[src/rtl/sprc_pkg.sv]
// Shared types and constants of the scratch position rate controller.
package sprc_pkg;

    // Field widths
    localparam int POS_BITS      = 48;
    localparam int RATE_BITS     = 32;
    localparam int GAIN_BITS     = 32;
    localparam int DECAY_BITS    = 16;
    localparam int DBAND_BITS    = 31;
    localparam int CFG_IDX_BITS  = 3;
    localparam int CFG_DATA_BITS = 32;

    // Stream payload widths
    localparam int S_TDATA_BITS = 104;
    localparam int M_TDATA_BITS = 32;
    localparam int M_TUSER_BITS = 2;

    // Split multiplier: magnitude cut into a low word and a high part
    localparam int MAG_BITS  = POS_BITS + 1;
    localparam int MLO_BITS  = 32;
    localparam int MHI_BITS  = MAG_BITS - MLO_BITS;
    localparam int PLO_BITS  = MLO_BITS + GAIN_BITS;
    localparam int LO_BITS   = PLO_BITS - 16;
    localparam int HI_BITS   = MHI_BITS + GAIN_BITS;
    localparam int WSUM_BITS = HI_BITS + 17;

    // Thresholds (Q16.16)
    localparam int ERR_INTEG_MIN  = 6553;
    localparam int THROW_MIN      = 163840;
    localparam int THR_PLAYING    = 65536;
    localparam int THR_PAUSED_MAX = 655;

    // Input command codes
    localparam logic CMD_TICK = 1'b0;
    localparam logic CMD_SEEK = 1'b1;

    // Configuration register indexes
    typedef enum logic [CFG_IDX_BITS-1:0] {
        CFG_NORM_SCALE    = 3'd0,
        CFG_GAIN_P        = 3'd1,
        CFG_GAIN_I        = 3'd2,
        CFG_GAIN_D        = 3'd3,
        CFG_DECAY_PAUSED  = 3'd4,
        CFG_DECAY_PLAYING = 3'd5,
        CFG_DEAD_BAND     = 3'd6
    } cfg_idx_t;

    // Multiplier operand selection
    typedef enum logic [2:0] {
        MOP_TGT = 3'd0,
        MOP_TRV = 3'd1,
        MOP_P   = 3'd2,
        MOP_I   = 3'd3,
        MOP_D   = 3'd4,
        MOP_DEC = 3'd5
    } mul_op_t;

    // Controller states, one-hot
    typedef enum logic [18:0] {
        ST_IDLE     = 19'h00001,
        ST_DISPATCH = 19'h00002,
        ST_TGT_L    = 19'h00004,
        ST_TGT_H    = 19'h00008,
        ST_TRV_L    = 19'h00010,
        ST_TRV_H    = 19'h00020,
        ST_TRV_DONE = 19'h00040,
        ST_ERR      = 19'h00080,
        ST_P_L      = 19'h00100,
        ST_P_H      = 19'h00200,
        ST_I_L      = 19'h00400,
        ST_I_H      = 19'h00800,
        ST_D_L      = 19'h01000,
        ST_D_H      = 19'h02000,
        ST_SUM      = 19'h04000,
        ST_DEC_L    = 19'h08000,
        ST_DEC_H    = 19'h10000,
        ST_DEC_END  = 19'h20000,
        ST_OUT      = 19'h40000
    } state_t;

    // Commands from controller to datapath
    typedef struct packed {
        logic    load_in;
        logic    mul_lo;
        logic    mul_hi;
        mul_op_t mul_op;
        logic    init_scratch;
        logic    set_target;
        logic    upd_travel;
        logic    upd_err;
        logic    upd_accum;
        logic    psum_load;
        logic    psum_add;
        logic    finish_pid;
        logic    set_decay;
        logic    upd_last;
        logic    load_out;
    } ctrl_cmd_t;

    // Status from datapath to controller
    typedef struct packed {
        logic seek;
        logic enable;
        logic throw_rate;
        logic below;
    } dp_status_t;

endpackage

[src/rtl/sprc_ctrl.sv]
// Controller: scratch state flags, operation sequencer and output handshake.
module sprc_ctrl (
    input  logic                               aclk,
    input  logic                               aresetn,
    input  logic                               s_tvalid,
    output logic                               s_tready,
    output logic                               m_tvalid,
    input  logic                               m_tready,
    output logic [sprc_pkg::M_TUSER_BITS-1:0]  m_tuser,
    output sprc_pkg::ctrl_cmd_t                cmd,
    input  sprc_pkg::dp_status_t               status
);

    sprc_pkg::state_t state_reg, state_next;
    logic active_reg, active_next;
    logic coasting_reg, coasting_next;
    logic m_tvalid_reg, m_tvalid_next;
    logic [sprc_pkg::M_TUSER_BITS-1:0] m_tuser_reg, m_tuser_next;
    logic out_free;

    assign s_tready = (state_reg == sprc_pkg::ST_IDLE);
    assign m_tvalid = m_tvalid_reg;
    assign m_tuser  = m_tuser_reg;
    assign out_free = !m_tvalid_reg || m_tready;

    // Sequence the operations of one transaction
    always_comb begin
        state_next    = state_reg;
        active_next   = active_reg;
        coasting_next = coasting_reg;
        m_tuser_next  = m_tuser_reg;
        m_tvalid_next = m_tvalid_reg && !m_tready;
        cmd           = '0;
        cmd.mul_op    = sprc_pkg::MOP_TGT;

        unique case (state_reg)
            sprc_pkg::ST_IDLE: begin
                if (s_tvalid) begin
                    cmd.load_in = 1'b1;
                    state_next  = sprc_pkg::ST_DISPATCH;
                end
            end
            sprc_pkg::ST_DISPATCH: begin
                priority if (status.seek) begin
                    state_next = sprc_pkg::ST_OUT;
                end else if (!active_reg) begin
                    if (status.enable) begin
                        cmd.init_scratch = 1'b1;
                        active_next      = 1'b1;
                        coasting_next    = 1'b0;
                    end
                    state_next = sprc_pkg::ST_OUT;
                end else if (coasting_reg) begin
                    state_next = sprc_pkg::ST_DEC_L;
                end else if (status.enable) begin
                    state_next = sprc_pkg::ST_TGT_L;
                end else begin
                    // release: throw into inertia or stop
                    if (status.throw_rate) begin
                        coasting_next = 1'b1;
                    end else begin
                        active_next = 1'b0;
                    end
                    state_next = sprc_pkg::ST_OUT;
                end
            end
            sprc_pkg::ST_TGT_L: begin
                cmd.mul_lo = 1'b1;
                cmd.mul_op = sprc_pkg::MOP_TGT;
                state_next = sprc_pkg::ST_TGT_H;
            end
            sprc_pkg::ST_TGT_H: begin
                cmd.mul_hi = 1'b1;
                state_next = sprc_pkg::ST_TRV_L;
            end
            sprc_pkg::ST_TRV_L: begin
                cmd.set_target = 1'b1;
                cmd.mul_lo     = 1'b1;
                cmd.mul_op     = sprc_pkg::MOP_TRV;
                state_next     = sprc_pkg::ST_TRV_H;
            end
            sprc_pkg::ST_TRV_H: begin
                cmd.mul_hi = 1'b1;
                state_next = sprc_pkg::ST_TRV_DONE;
            end
            sprc_pkg::ST_TRV_DONE: begin
                cmd.upd_travel = 1'b1;
                state_next     = sprc_pkg::ST_ERR;
            end
            sprc_pkg::ST_ERR: begin
                cmd.upd_err = 1'b1;
                state_next  = sprc_pkg::ST_P_L;
            end
            sprc_pkg::ST_P_L: begin
                cmd.upd_accum = 1'b1;
                cmd.mul_lo    = 1'b1;
                cmd.mul_op    = sprc_pkg::MOP_P;
                state_next    = sprc_pkg::ST_P_H;
            end
            sprc_pkg::ST_P_H: begin
                cmd.mul_hi = 1'b1;
                state_next = sprc_pkg::ST_I_L;
            end
            sprc_pkg::ST_I_L: begin
                cmd.psum_load = 1'b1;
                cmd.mul_lo    = 1'b1;
                cmd.mul_op    = sprc_pkg::MOP_I;
                state_next    = sprc_pkg::ST_I_H;
            end
            sprc_pkg::ST_I_H: begin
                cmd.mul_hi = 1'b1;
                state_next = sprc_pkg::ST_D_L;
            end
            sprc_pkg::ST_D_L: begin
                cmd.psum_add = 1'b1;
                cmd.mul_lo   = 1'b1;
                cmd.mul_op   = sprc_pkg::MOP_D;
                state_next   = sprc_pkg::ST_D_H;
            end
            sprc_pkg::ST_D_H: begin
                cmd.mul_hi = 1'b1;
                state_next = sprc_pkg::ST_SUM;
            end
            sprc_pkg::ST_SUM: begin
                cmd.finish_pid = 1'b1;
                state_next     = sprc_pkg::ST_OUT;
            end
            sprc_pkg::ST_DEC_L: begin
                cmd.mul_lo = 1'b1;
                cmd.mul_op = sprc_pkg::MOP_DEC;
                state_next = sprc_pkg::ST_DEC_H;
            end
            sprc_pkg::ST_DEC_H: begin
                cmd.mul_hi = 1'b1;
                state_next = sprc_pkg::ST_DEC_END;
            end
            sprc_pkg::ST_DEC_END: begin
                cmd.set_decay = 1'b1;
                if (status.below || status.enable) begin
                    active_next   = 1'b0;
                    coasting_next = 1'b0;
                end
                state_next = sprc_pkg::ST_OUT;
            end
            sprc_pkg::ST_OUT: begin
                // re-base the last position, then hand over the result
                cmd.upd_last = 1'b1;
                if (out_free) begin
                    cmd.load_out  = 1'b1;
                    m_tvalid_next = 1'b1;
                    m_tuser_next  = {coasting_reg, active_reg};
                    state_next    = sprc_pkg::ST_IDLE;
                end
            end
            default: begin
                state_next = sprc_pkg::ST_IDLE;
            end
        endcase
    end

    always_ff @(posedge aclk) begin
        if (!aresetn) begin
            state_reg    <= sprc_pkg::ST_IDLE;
            active_reg   <= 1'b0;
            coasting_reg <= 1'b0;
            m_tvalid_reg <= 1'b0;
            m_tuser_reg  <= '0;
        end else begin
            state_reg    <= state_next;
            active_reg   <= active_next;
            coasting_reg <= coasting_next;
            m_tvalid_reg <= m_tvalid_next;
            m_tuser_reg  <= m_tuser_next;
        end
    end

endmodule

[config.mk]
export PLATFORM = sky130hd
export DESIGN_NAME = sprc_ctrl
export DESIGN_NICKNAME = d
export VERILOG_FILES = /design/src/rtl/sprc_pkg.sv /design/src/rtl/sprc_ctrl.sv
export SDC_FILE = /design/constraint.sdc
export NUM_CORES = 1
export LEC_CHECK = 0
export CORE_ASPECT_RATIO = 0.6
export CORE_UTILIZATION = 55
export DETAILED_ROUTE_END_ITERATION = 10
export DONT_BUFFER_PORTS = 1
export HOLD_SLACK_MARGIN = 0.03
export PLACE_DENSITY = 0.72
export SKIP_LAST_GASP = 1
export SLEW_MARGIN = 10
export SYNTH_ARGS = -nofsm -noshare
export SYNTH_HDL_FRONTEND = slang
export SYNTH_SLANG_ARGS = --single-unit
[constraint.sdc]
create_clock -name aclk -period 2.3 [get_ports aclk]
set_clock_uncertainty 0.2 [all_clocks]
set_input_delay 0.46 -clock aclk [delete_from_list [all_inputs] [get_ports aclk]]
set_output_delay 0.46 -clock aclk [all_outputs]
set_load 0.01 [all_outputs]
==> run_results.csv, run 1 <==
group,metric,value,unit
logic_synthesis,syn_area,0.00136,mm2
logic_synthesis,syn-instance-count,146,
logic_synthesis,synth_top_area_cell,"dfxtp_1",
logic_synthesis,synth-simple-area-share,0.509,
die,die_x,66.1,um
logic_synthesis,async_reset_ff_frac,0,
placed_design,post-dp-hpwl,2980,um
cts,clock-root-buffer,"clkbuf_8",
placed_design,port_buffers,0,
die,initial_core_util,0.605,
outcome,status,"aborted with a tool error",
global_route,grt_max_degree,14,
logic_synthesis,ys_ff_latch,24,
logic_synthesis,synth_most_common_cell,"dfxtp_1",
outcome,stop_stage,"global routing (5_1_grt)",
logic_synthesis,synth_mux_area_frac,0.0147,
logic_synthesis,synth_top_area_share,0.354,
timing,grt-worst-endpoint,"cmd[8]",
cts,cts-htree-levels,1,
cts,cts_buffers,3,
logic_synthesis,synthFlopType,"dfxtp_1",
outcome,firstError,"[ERROR DPL-0038] Utilization greater than 100%, impossible to legalize",
logic_synthesis,synthAdderAreaFrac,0,
logic_synthesis,synth_commonest_cells,"dfxtp_1 (24), nor2_1 (15), nor3_1 (9), nor4_1 (9), inv_1 (7)",
logic_synthesis,synth_fp_nets,154,
logic_synthesis,synth-warning-count,0,
cts,cts.path.max_buffers,2,
die,ios,29,
logic_synthesis,yosysSeqAreaShare,0.354,
logic_synthesis,synth.avg_cell_area,9.30,um2
placed_design,dp_cells,213,
cts,clock_sinks,24,
logic_synthesis,synth_compound_area_frac,0.0599,
logic_synthesis,synth.area.top_cells,"dfxtp_1 (35%), nor4_4 (7.8%), nor2_1 (4.1%), nor4_1 (4.1%), nor3_1 (3.3%)",
die,die_h,40.5,um
timing,worst_endpoint_kind,"primary output",
logic_synthesis,synth_cell_type_count,47,
logic_synthesis,synth_edf_count,0,
logic_synthesis,synth_top_family_by_area,"simple AND/OR/NAND/NOR gates",
cts,cts-hold-fix-buffers,0,
die,fp-row-count,13,
placed_design,routabilityCongestion,0.965,
logic_synthesis,synth-xor-area-share,0.0323,
placed_design,place_area,0.00168,mm2
-- kinds of logic after synthesis --
| group | Yosys count |
|---|---|
| and+or+nand+nor | 94 |
| DFF | 24 |
| AOI/OAI and AO/OA | 11 |
| buffers and inverters | 10 |
| xor gates and xnor gates | 5 |
| muxes | 2 |
-- per-stage QoR --
step                setup WS (ps)  setup TNS [ps]   util  hold WS, ps
floorplan                    -161            -349      -          256
global placement            -72.9            -287  0.749          300
CTS                          -353           -7050  0.923          103
detailed placement           -125            -786  0.749          307
-- what timing repair did --
item,CTS
endpoints found under the setup margin,31
buffers inserted,22
pin swaps,18
resized for setup,42
==> inputs of run 2 (changes only) <==
Settings changed: CORE_AREA from default to 2 2 63 65, CORE_ASPECT_RATIO 0.6 to default, CORE_UTILIZATION 55 to default, DIE_AREA from default to 0 0 65 67, HOLD_SLACK_MARGIN 0.03 to default, PLACE_DENSITY 0.72 to default, PLACE_DENSITY_LB_ADDON from default to 0.15.
Clock period 2.3 ns to 2.99 ns, I/O delays scaled along.
==> run 2 against run 1 <==
The run now ends clean. Synthesized cell count did not move. Synthesized area did not move.
==> run_results.csv, run 2 <==
group,metric,value,unit
outcome,status,"complete, no violations",
final_layout,seqCellArea,480,um2
route,ant_nets,0,
route,m1WireLength,1370,um
logic_synthesis,syn-instance-count,146,
power_and_ir_drop,ir_worst_vdd,0.000221,V
worst_setup_path,criticalPathCategory,"reg2out",
route,routed-wl-met3,208,um
logic_synthesis,synth-warning-count,0,
timing,hold_viol,0,
timing,setup-violations-final,0,
logic_synthesis,synth_cell_type_count,47,
min_path,holdCritPathClass,"in2reg",
logic_synthesis,synthFlopType,"dfxtp_1",
route,drt_wl_total,3170,um
logic_synthesis,synth_edf_count,0,
cts,path_clk_slew,80,ps
worst_setup_path,arrival,2080,ps
worst_setup_path,endpoint_kind,"primary output",
route,wire_per_inst,15.6,um
global_route,grt_use_total,0.165,
route,drtPass1Iterations,4,
global_route,grt_pass1_wl,5500,um
cts,clock-root-buffer,"clkbuf_8",
die,fp-row-count,22,
final_layout,final_cell_mix,"dfxtp_1 (24), nor2_1 (15), nor3_1 (9), nor4_1 (9), buf_4 (8)",
logic_synthesis,ys_ff_latch,24,
die,die-area,0.00436,mm2
job,max_cap_violations,0,
logic_synthesis,synth_fp_nets,154,
cts,clock_sinks,24,
worst_setup_path,crit_fanout,6,
route,met2RoutedLength,1540,um
die,fp.coreArea,0.00361,mm2
logic_synthesis,synth_most_common_cell,"dfxtp_1",
logic_synthesis,async_reset_ff_frac,0,
logic_synthesis,syn_area,0.00136,mm2
final_layout,final_common_cell,"dfxtp_1",
final_layout,drive_gt1_frac,0.206,
final_layout,nNetsFinal,165,
final_layout,antenna_cells,0,
route,drcViolationCount,0,
cts,cts_buffers,3,
die,initial_core_util,0.376,
final_layout,multi_input_area,846,um2
timing,fmax,347,MHz
final_layout,fillers,376,
route,top_layer,"met4",
final_layout,largest_reg_flops,19,
power_and_ir_drop,power.total,0.782,mW
route,first_iter_violations,47,
timing,fin_crit_sh,0.963,
placed_design,port_buffers,0,
timing,fin_crit,2880,ps
placed_design,post-dp-hpwl,2500,um
logic_synthesis,synth_commonest_cells,"dfxtp_1 (24), nor2_1 (15), nor3_1 (9), nor4_1 (9), inv_1 (7)",
logic_synthesis,yosysSeqAreaShare,0.354,
power_and_ir_drop,power_leakage,0.591,nW
power_and_ir_drop,powerDensity,515,mW/mm2
global_route,grt.overflow.total,0,
logic_synthesis,synth_top_area_cell,"dfxtp_1",
cts,cts_tree,"built",
die,die_h,67,um
route,via_per_inst,5.68,
global_route,grt_max_degree,13,
worst_setup_path,worstPathRequired,2190,ps
timing,tightest_slew,560,ps
route,num_vias,1154,
worst_setup_path,start_kind,"flop",
logic_synthesis,synth.area.top_cells,"dfxtp_1 (35%), nor4_4 (7.8%), nor2_1 (4.1%), nor4_1 (4.1%), nor3_1 (3.3%)",
cts,cts.path.max_buffers,2,
timing,grt_setup_unrepaired,"yes",
timing,worst_hold_slack,252,ps
timing,slew_viol_final,0,
cts,clk_latency,260,ps
placed_design,routabilityCongestion,0.811,
final_layout,area_delta_synth_final,11.8,%
logic_synthesis,synth_top_area_share,0.354,
logic_synthesis,synth.avg_cell_area,9.30,um2
timing,slew_headroom,0.624,
global_route,antenna_found_initial,0,
die,ios,29,
global_route,grt_pass1_vias,1157,
die,die_x,65,um
cts,cts-htree-levels,1,
run 2: timing repair:
item / 4_1_cts / 5_1_grt
pin swaps: 2 / 3
gates resized for setup: 0 / 2
hold buffers: 0 / 0
buffers inserted: 3 / 0
endpoints found under the setup margin: 2 / 5
run 2: final timing paths:
path | slack (ps) | from | depth (start not counted) | endpoint
setup / recovery | 110 | state_reg[18] | 5 | cmd[11]
hold / removal | 250 | aresetn | 1 | m_tvalid
setup reg to reg | 570 | state_reg[13] | 7 | state_reg[14]
hold reg to reg | 310 | coasting_reg | 2 | state_reg[15]
run 2: metrics by stage:
step | setup WS [ps] | util | cell area [um2] | cells | setup TNS (ps)
after floorplan | 375 | - | 1360 | 146 | 0
after global placement | 311 | 0.400 | 1440 | 197 | 0
after detailed placement | 268 | 0.400 | 1440 | 197 | 0
after CTS | 20.7 | 0.418 | 1510 | 203 | 0
after global routing | -7.85 | 0.421 | 1520 | 203 | -15.6
final | 110 | 0.421 | 1520 | 203 | 0
run 2: cell type report:
class,instances,share of cell area
Multi-Input combinational cell,112,0.557
Sequential cell,24,0.317
Timing Repair Buffer,8,0.0396
Tap cell,48,0.0396
Clock buffer,3,0.0272
Inverter,8,0.0198
run 2: logic make-up after synthesis:
group | synth area share
buffers and inverters | 0.0304
AO/OA/AOI/OAI | 0.0599
AND/OR/NAND/NOR | 0.509
flip-flops | 0.354
multiplexers | 0.0147
XOR/XNOR | 0.0323
run 2: per-layer routing:
metal | GRT usage | up-vias
li1 | - | 570
met1 | 0.207 | 543
met2 | 0.278 | 36
met3 | 0.0270 | 5
met4 | 0.0718 | 0
met5 | 0 | -
run 2: worst max-delay path, cell delays in order, from the launching register on:
cell and delay (ps):
dfxtp_1 370, nor3_4 360, nand4_2 180, or3_1 360
or3b_4 420, nand3_1 130
run 2: power by group:
part	switching [mW]	total (mW)	leakage [nW]	internal, mW
Sequential	0.0215	0.354	0.194	0.332
Combinational	0.131	0.239	0.375	0.108
Clock	0.0997	0.190	0.0216	0.0900
Total	0.252	0.782	0.591	0.530
Power figures use the tool's default switching activity.
